===== src/hdl/shf_pkg.sv =====
// Shared types and constants for the binary32/binary16 format converter.
// No dependencies; imported by every converter module.
`default_nettype none

package shf_pkg;

    // Operation codes carried with each transaction
    typedef enum logic [1:0] {
        OP_S2H   = 2'd0,
        OP_H2S   = 2'd1,
        OP_ROUND = 2'd2,
        OP_NONE  = 2'd3
    } t_op;

    // binary16 encodings
    localparam logic [14:0] HALF_INF      = 15'h7c00;
    localparam logic [14:0] HALF_QNAN     = 15'h7e00;
    localparam logic [12:0] HALF_TIE      = 13'h1000;

    // binary32 encodings
    localparam logic [23:0] SGL_HIDDEN    = 24'h800000;
    localparam logic [30:0] SGL_INF       = 31'h7f800000;

    // Exponent bias difference and limits (single exponent field values)
    localparam logic [7:0]  EXP_ALL_ONES  = 8'hff;
    localparam logic [7:0]  EXP_OVF_MIN   = 8'd143;  // half exponent 31 and up
    localparam logic [7:0]  EXP_SUB_MAX   = 8'd112;  // half exponent 0 and below
    localparam logic [7:0]  EXP_TINY_MIN  = 8'd102;  // below this flushes to zero
    localparam logic [7:0]  EXP_SUB_SHIFT = 8'd126;  // shift = this - exponent
    localparam logic [7:0]  EXP_BIAS_DIFF = 8'd112;
    localparam logic [7:0]  EXP_SUB_NORM  = 8'd113;  // single exponent of half 2^-14

endpackage

`default_nettype wire


===== src/hdl/shf_s2h.sv =====
// Combinational binary32 to binary16 rounding (nearest, ties to even).
// Depends on shf_pkg.
`default_nettype none

module shf_s2h (
    input  wire logic [31:0] i_single,
    output logic      [15:0] o_half
);
    import shf_pkg::*;

    logic        sgn;
    logic [7:0]  exp_s;
    logic [22:0] man;
    logic [7:0]  sh_full;
    logic [4:0]  sh;
    logic [23:0] sig;
    logic [23:0] sub_q;
    logic [23:0] sub_r;
    logic [23:0] sub_mask;
    logic [23:0] sub_half;
    logic        sub_inc;
    logic [10:0] sub_res;
    logic [7:0]  he_full;
    logic [9:0]  nq;
    logic [12:0] nr;
    logic        n_inc;
    logic [14:0] norm_res;

    assign sgn   = i_single[31];
    assign exp_s = i_single[30:23];
    assign man   = i_single[22:0];

    // Subnormal path: shift significand right by 14..24 and round
    assign sh_full  = EXP_SUB_SHIFT - exp_s;
    assign sh       = sh_full[4:0];
    assign sig      = SGL_HIDDEN | {1'b0, man};
    assign sub_q    = sig >> sh;
    assign sub_mask = ~({24{1'b1}} << sh);
    assign sub_r    = sig & sub_mask;
    assign sub_half = 24'd1 << (sh - 5'd1);
    assign sub_inc  = (sub_r > sub_half) || ((sub_r == sub_half) && sub_q[0]);
    assign sub_res  = sub_q[10:0] + {10'd0, sub_inc};

    // Normal path: round mantissa; a carry walks into the exponent and may reach infinity
    assign he_full  = exp_s - EXP_BIAS_DIFF;
    assign nq       = man[22:13];
    assign nr       = man[12:0];
    assign n_inc    = (nr > HALF_TIE) || ((nr == HALF_TIE) && nq[0]);
    assign norm_res = {he_full[4:0], nq} + {14'd0, n_inc};

    // Select by exponent range
    always_comb begin
        if (exp_s == EXP_ALL_ONES) begin
            o_half = {sgn, (man == 23'd0) ? HALF_INF : HALF_QNAN};
        end else if (exp_s >= EXP_OVF_MIN) begin
            o_half = {sgn, HALF_INF};
        end else if (exp_s < EXP_TINY_MIN) begin
            o_half = {sgn, 15'd0};
        end else if (exp_s <= EXP_SUB_MAX) begin
            o_half = {sgn, 4'd0, sub_res};
        end else begin
            o_half = {sgn, norm_res};
        end
    end

endmodule

`default_nettype wire


===== src/hdl/shf_h2s.sv =====
// Combinational exact binary16 to binary32 widening with subnormal normalization.
// Depends on shf_pkg.
`default_nettype none

module shf_h2s (
    input  wire logic [15:0] i_half,
    output logic      [31:0] o_single
);
    import shf_pkg::*;

    logic        sgn;
    logic [4:0]  exp_h;
    logic [9:0]  man;
    logic [3:0]  lead;
    logic [3:0]  shamt;
    logic [10:0] norm_man;
    logic [7:0]  sub_exp;

    assign sgn   = i_half[15];
    assign exp_h = i_half[14:10];
    assign man   = i_half[9:0];

    // Find the leading one of a subnormal mantissa
    always_comb begin
        lead = 4'd0;
        for (int i = 0; i < 10; i++) begin
            if (man[i]) begin
                lead = 4'(i);
            end
        end
    end

    assign shamt    = 4'd10 - lead;
    assign norm_man = {1'b0, man} << shamt;
    assign sub_exp  = EXP_SUB_NORM - {4'd0, shamt};

    // Select by exponent class
    always_comb begin
        if (exp_h == 5'd0) begin
            if (man == 10'd0) begin
                o_single = {sgn, 31'd0};
            end else begin
                o_single = {sgn, sub_exp, norm_man[9:0], 13'd0};
            end
        end else if (exp_h == 5'h1f) begin
            o_single = {sgn, SGL_INF | {8'd0, man, 13'd0}};
        end else begin
            o_single = {sgn, {3'd0, exp_h} + EXP_BIAS_DIFF, man, 13'd0};
        end
    end

endmodule

`default_nettype wire


===== src/hdl/single_half_float_converter.sv =====
// Top level of the binary32/binary16 format converter.
// Depends on shf_pkg, shf_s2h and shf_h2s.
// Each transaction passes through the input register and then the result register.
// o_valid is registered alongside the result and is high while o_result holds it.
// Throughput: one transaction per cycle; busy is never raised.
// Reset (synchronous, active low) clears the valid bits; results cannot be stalled.
`default_nettype none

module single_half_float_converter (
    input  wire logic         i_clk,
    input  wire logic         i_rst_n,
    input  wire logic         start,
    output logic              busy,
    input  wire logic [1:0]   i_operation,
    input  wire logic [31:0]  i_operand,
    output logic              o_valid,
    output logic      [31:0]  o_result
);
    import shf_pkg::*;

    logic        r_in_vld;
    logic [1:0]  r_op;
    logic [31:0] r_operand;
    logic        r_out_vld;
    logic [31:0] r_result;
    logic [31:0] n_result;
    logic [15:0] half;
    logic [15:0] h2s_in;
    logic [31:0] single;

    assign busy = 1'b0;

    // Capture each transaction
    always_ff @(posedge i_clk) begin
        if (!i_rst_n) begin
            r_in_vld <= 1'b0;
        end else begin
            r_in_vld <= start && !busy;
        end
    end

    always_ff @(posedge i_clk) begin
        r_op      <= i_operation;
        r_operand <= i_operand;
    end

    shf_s2h u_s2h (
        .i_single (r_operand),
        .o_half   (half)
    );

    // Feed the widener from the operand or from the rounded half
    assign h2s_in = (t_op'(r_op) == OP_H2S) ? r_operand[15:0] : half;

    shf_h2s u_h2s (
        .i_half   (h2s_in),
        .o_single (single)
    );

    // Select the result by operation
    always_comb begin
        unique case (t_op'(r_op))
            OP_S2H:   n_result = {16'd0, half};
            OP_H2S:   n_result = single;
            OP_ROUND: n_result = single;
            default:  n_result = 32'd0;
        endcase
    end

    // Register the result and its strobe
    always_ff @(posedge i_clk) begin
        if (!i_rst_n) begin
            r_out_vld <= 1'b0;
        end else begin
            r_out_vld <= r_in_vld;
        end
    end

    always_ff @(posedge i_clk) begin
        r_result <= n_result;
    end

    assign o_valid  = r_out_vld;
    assign o_result = r_result;

endmodule

`default_nettype wire


===== config.mk =====
export PLATFORM = sky130hd
export DESIGN_NAME = single_half_float_converter
export DESIGN_NICKNAME = d
export VERILOG_FILES = /design/src/hdl/shf_pkg.sv /design/src/hdl/shf_s2h.sv /design/src/hdl/shf_h2s.sv /design/src/hdl/single_half_float_converter.sv
export SDC_FILE = /design/constraint.sdc
export NUM_CORES = 1
export LEC_CHECK = 0
export ABC_AREA = 1
export BUFFER_PORTS_ARGS = -buffer_cell sky130_fd_sc_hd__buf_4
export CELL_PAD_IN_SITES_DETAIL_PLACEMENT = 0
export CELL_PAD_IN_SITES_GLOBAL_PLACEMENT = 2
export CORE_ASPECT_RATIO = 0.8
export CORE_MARGIN = 8
export CORE_UTILIZATION = 32
export CTS_CLUSTER_DIAMETER = 100
export DETAILED_ROUTE_END_ITERATION = 10
export PLACE_DENSITY = 0.92
export SLEW_MARGIN = 25
export SYNTH_ARGS = -nofsm -noshare
export SYNTH_HDL_FRONTEND = slang
export SYNTH_SLANG_ARGS = --single-unit

===== constraint.sdc =====
create_clock -name i_clk -period 7.7 [get_ports i_clk]
set_input_delay 1.925 -clock i_clk [delete_from_list [all_inputs] [get_ports i_clk]]
set_output_delay 1.925 -clock i_clk [all_outputs]
set_load 0.02 [all_outputs]

==> results of run 1 <==
## kinds of logic after synthesis
kind of cell	after synthesis
xor gates and xnor gates	4
buffers and inverters	142
AOI/OAI and AO/OA	115
other	1
muxes	1
adders and majority gates	44
and+or+nand+nor	551
DFF	67
## state kept, by name, indices dropped and copies added, names as in the netlist
signal / flops
o_result: 31
o_valid: 1
r_op: 2
r_operand: 32
r_in_vld: 1
## area by class of cell
| type | count | area, sq um | share of cell area |
|---|---|---|---|
| clock buffer | 10 | 239 | 0.0354 |
| tap | 230 | 288 | 0.0426 |
| clock inverter | 6 | 71.3 | 0.0106 |
| sequential | 67 | 1340 | 0.199 |
| multi-input combinational | 716 | 3810 | 0.565 |
| inverter | 108 | 409 | 0.0606 |
| timing repair buffer | 78 | 586 | 0.0868 |
## worst register-to-register path: cells and delay by family, from the launching register on
kind / cells / cell delay [ps]
compound gates: 5 / 930
fa+ha+maj: 6 / 1980
buf+inv: 7 / 750
flops: 1 / 510
mux: 1 / 380
simple gates: 20 / 2460
## through the flow
| stage | cells | worst slack [ps] | hold slack, ps |
|---|---|---|---|
| after CTS | 1215 | 436 | 425 |
| final | 1215 | 595 | 417 |
| after global routing | 1215 | 6.12 | 432 |
| after floorplan | 925 | 1480 | 390 |
| after detailed placement | 1199 | 510 | 409 |
| after global placement | 1199 | 776 | 401 |
## routing by layer
metal  vias up  global-route usage
met1      2758               0.276
met5         -                   0
met2       291               0.252
met4         0              0.0418
li1       3152                   -
met3        17              0.0395
## power by group through the flow
stage	Combinational, mW	Sequential [mW]	Clock [mW]
final	0.475	0.389	0.442
after global routing	0.524	0.391	0.468
after global placement	0.467	0.396	0
after detailed placement	0.458	0.396	0
after floorplan	0.322	0.401	0
after CTS	0.460	0.388	0.454
## cell usage in the layout, fill, tap and decap left out, types with 12 or more instances in the layout
cell and instances:
ha_1 43, nor3_1 14, buf_4 78, o21ai_1 12, nand2_2 25, nand3_1 135
inv_2 12, dfxtp_1 67, nand2_1 261, a21oi_1 40, o21ai_0 31, inv_1 94
nand4_1 20, nor2_1 65
## worst max-delay path by stage
stage,startpoint,end,slack (ps),cells after the start
4_1_cts,r_operand[24],o_result[20],440,39
2_1_floorplan,r_operand[23],o_result[22],1480,43
6_report,r_operand[24],o_result[15],600,39
5_1_grt,r_operand[24],o_result[15],6,39
3_5_place_dp,r_operand[24],o_result[20],510,39
3_3_place_gp,r_operand[24],o_result[20],780,39
==> metrics.txt, run 1 <==
status=finished, final reports clean; total CTS buffers=9; final wirelength=20,800 um; via/cell ratio=5.12; initial antenna violation count=0; CP max-delay cell=dfxtp_1; mux share of post-synthesis cell area=0.00196; sw frac=0.396; WL/cell=17.1 um; Tcrit/Tclk final=0.923; Final Wtd Congestion=0.925; Worst-path clk slew=70 ps; share of cells above drive strength 1=0.170; Post-DP Area=6420 sq um; Core Region=17,900 sq um; post-route ant nets=0; WHS Endpoint=o_valid; max-cap check violation count=0; library cells used by synthesis=44; Area growth syn-to-layout=17.2%; Synth Register Bits=67; clk buf depth=2; fin nets=1,061; reg2reg end=o_result[15]; share of flip-flops with an asynchronous set or reset=0; Finished Cell Area=6750 sq um; Switch Pwr=0.517 mW; xor/xnor cell area share of the yosys netlist=0.00608; setup TNS=0 ps; Mapped Cells=925; r2r setup slk=600 ps; crit path launch type=flop; CP Buf/Inv Count=7; Synth top area share=0.233; CP most frequent cell=nand2_1; post-synthesis compound-gate area fraction=0.120; post-synth net total=1,006; DP HPWL=16,800 um; slew margin rel.=0.534; clk_skew=20.0 ps; CP required=7990 ps; antenna cells=0; final count of hold timing violations=0; # resized after CTS=0; largest stage delay on the critical path=510 ps; Finish-stage setup viols=0; Setup Crit Path Kind=reg -> reg; Post-synth top flop=dfxtp_1; Post-Synth Simple-Gate Area=0.435; Post-synth EDFFs=0; sequential power share=0.298; clock power share=0.339; Power Total=1.31 mW; io pins=71; R2R cell count=39; P_int=0.789 mW; IO Port Bufs=69; M1 WL=10,400 um; hold path cells=2; Area contributors post-synth=dfxtp_1 23%, nand2_1 17%, nand3_1 12%; sequential-to-total area share from yosys stat=0.233; Max Freq=0.141 GHz; Worst VDD drop=0.0862 mV; leading area contributor after synthesis=dfxtp_1; Clock Latency Late Sink=360 ps; CP top delay family=simple AND/OR/NAND/NOR gates; Avg Inst Size Synth=6.22 sq um; CTS tree=done; worst slew pin tran=692 ps; met3 wire length=1930 um; total grt overflow=0; commonest cells in the netlist=261 x nand2_1, 135 x nand3_1, 95 x inv_1; Slew Limit Fails=0; largest net degree at the start of global routing=29; Post-CTS Hold Buffers=0; post-CTS setup buffers=0; CP endpoint kind=flop; largest family of logic cells by synthesized area=simple AND/OR/NAND/NOR gates; clk sinks=67; chip width=166 um; fin crit period=7100 ps; adder-cell area share of the yosys netlist=0.0956; buffer type at the clock tree root=clkbuf_16; WL met2=8190 um; # rows=44; vias=6,218; final core area utilization=0.377; Critical Path AT=7390 ps; initial core utilization=0.322; power per cell area=194 nW/um^2; Die ar.=22,600 sq um; die height=136 um; critical path fanouts, max=12; Yosys Warn Count=0; GR Util All Layers=0.182; first drt pass iteration count=5; Filler cells=1,915; DR DRC count=0; Worst R2R Start=r_operand[24]; H-tree levels=3; Hold Crit Start=r_in_vld; top routing layer used=met4; Iteration-0 DRC Markers=523; leakage power=3.38 nW; number of global-route vias before repair=5,662; combinational share of power=0.364; HP Class=reg -> reg; count leader, synth=nand2_1; cell area after synthesis=5760 sq um; first-pass GRT wire length=32,300 um; unrepaired setup endpoints after global routing=false
Note: power is estimated with default switching activity, not from simulation.
==> inputs of run 2 (changes only) <==
--- a/config.mk
+++ b/config.mk
@@ -12,6 +12,7 @@
 export CORE_ASPECT_RATIO = 0.8
 export CORE_MARGIN = 8
 export CORE_UTILIZATION = 32
+export CTS_BUF_LIST = sky130_fd_sc_hd__clkbuf_16
 export CTS_CLUSTER_DIAMETER = 100
 export DETAILED_ROUTE_END_ITERATION = 10
 export PLACE_DENSITY = 0.92
==> run 2 against run 1 <==
Design area is 0.15% lower. Register-to-register slack gained 20 ps. Fmax up 0.32%. Non-clock buffer count did not move. Setup slack better by 23 ps. Critical path type unchanged. Largest cell class unchanged.
==> metrics.txt, run 2 (synthesized netlist as in run 1, its figures left out) <==
max-cap check violation count=0 (unchanged); reg2reg end=o_result[15]; clk_skew=21.0 ps (+0.987 ps); number of global-route vias before repair=5,643 (-0.34%); combinational share of power=0.366 (+0.002); io pins=71 (unchanged); most flop-heavy register=r_operand; via/cell ratio=5.12 (about the same); P_int=0.779 mW (-1.3%); H-tree levels=3 (unchanged); Worst Slack Setup Final=618 ps (+22.7 ps); DR DRC count=0 (unchanged); WHS=417 ps (-0.0730 ps); clk buf depth=2 (unchanged); Setup Crit Path Kind=reg -> reg; vias=6,217 (-0.016%); Worst-path clk slew=70 ps (about the same); die height=136 um (unchanged); WL/cell=17.1 um (-0.11%); total CTS buffers=9 (unchanged); Final Wtd Congestion=0.925 (unchanged); share of cells above drive strength 1=0.169 (-0.00102); Hold Crit Start=r_in_vld; power per cell area=192 nW/um^2 (-0.80%); Max Freq=0.141 GHz (+0.32%); Switch Pwr=0.515 mW (-0.42%); IO Port Bufs=69 (unchanged); fin crit period=7080 ps (-22.7 ps); post-route ant nets=0 (unchanged); clock power share=0.334 (-0.005); clk sinks=67 (unchanged); pre-CTS setup slack=510 ps (unchanged); sequential power share=0.300 (+0.002); Clock Latency Late Sink=360 ps (about the same); most frequent cells in the layout=261 x nand2_1, 135 x nand3_1, 94 x inv_1; Tcrit/Tclk final=0.920 (-0.00294); CP required=7990 ps (about the same); HP Class=reg -> reg; Area growth syn-to-layout=17.0%; critical path fanouts, max=12 (unchanged); fin nets=1,061 (unchanged); Worst R2R Start=r_operand[24]; hold path cells=2 (unchanged); chip width=166 um (unchanged); CP max-delay cell=dfxtp_1; r2r setup slk=620 ps (+20 ps); R2R cell count=39 (unchanged); CTS tree=done; setup TNS=0 ps (unchanged); most common library cell in the layout ignoring fill and taps=nand2_1; largest stage delay on the critical path=510 ps (about the same); final wirelength=20,800 um (-0.11%); first-pass GRT wire length=32,300 um (-0.28%); Worst VDD drop=0.0875 mV (+1.5%); # rows=44 (unchanged); Post-CTS Hold Buffers=0 (unchanged); crit path launch type=flop; initial antenna violation count=0 (unchanged); Core Region=17,900 sq um (unchanged); slew margin rel.=0.548 (+0.0138); GR Util All Layers=0.182 (-0.000373); Finish-stage setup viols=0 (unchanged); Power Total=1.29 mW (-0.94%); largest net degree at the start of global routing=29 (unchanged); Post-DP Area=6420 sq um (unchanged); # resized after CTS=0 (unchanged); Die ar.=22,600 sq um (unchanged); max FFs per register=32 (unchanged); Finished Cell Area=6740 sq um (-0.15%); unrepaired setup endpoints after global routing=false; worst slew pin tran=671 ps (-20.5 ps); status=finished, final reports clean; buffer type at the clock tree root=clkbuf_16; CP endpoint kind=flop; final count of hold timing violations=0 (unchanged); CP most frequent cell=nand2_1; Worst Setup SP=r_operand[24]; WHS Endpoint=o_valid; first drt pass iteration count=5 (unchanged); initial core utilization=0.322 (unchanged); Critical Path AT=7370 ps (-20 ps); leakage power=3.37 nW (-0.17%); DP HPWL=16,800 um (unchanged); sw frac=0.398 (+0.00208); antenna cells=0 (unchanged); Slew Limit Fails=0 (unchanged); post-CTS setup buffers=0 (unchanged); Iteration-0 DRC Markers=533 (+1.9%); total grt overflow=0 (unchanged)
-- run 2: cell types whose count changed in the layout (fill, tap and decap cells not counted) --
cell	change
clkbuf_8	-1
clkinv_1	+1
-- run 2: per-layer routing --
metal	global-route usage	wire length [um]	share of wire
met1	0.276	10600	0.51
met4	0.0418	267	0.013
met3	0.0395	1770	0.085
met2	0.251	8150	0.39
met5	0	0	0
-- run 2: worst max-delay path: cells and delay by family (launching register included) --
family / cells / cell delay [ps]
AND/OR/NAND/NOR: 20 / 2450
adder cells (fa/ha/maj): 6 / 1970
AO/OA/AOI/OAI: 5 / 950
buffers and inverters: 7 / 750
flip-flops: 1 / 510
multiplexers: 1 / 380
-- run 2: power by group through the flow --
stage          Sequential, mW  Clock (mW)  Combinational (mW)
5_1_grt                 0.391       0.457               0.524
6_report                0.389       0.432               0.474
2_1_floorplan           0.401           0               0.322
3_3_place_gp            0.396           0               0.467
3_5_place_dp            0.396           0               0.458
4_1_cts                 0.388       0.443               0.460
-- run 2: worst max path at each step --
stage / endpoint / slack (ps) / depth (start not counted)
finish: o_result[15] / 620 / 39
floorplan: o_result[22] / 1480 / 43
detailed placement: o_result[20] / 510 / 39
global placement: o_result[20] / 780 / 39
global route: o_result[15] / 9 / 39
CTS: o_result[20] / 440 / 39
-- run 2: stage by stage --
step                 util  instances
global route        0.377       1215
floorplan               -        925
finish              0.377       1215
global placement    0.359       1199
detailed placement  0.359       1199
CTS                 0.376       1215
-- run 2: cell type report --
class	count	area [sq um]
repair buffers	78	586
well taps	230	288
inverters	108	409
flip-flops and latches	67	1340
fillers	1915	11200
clock buffers	9	225
multi-input cells	716	3810
clock inverters	7	75.1
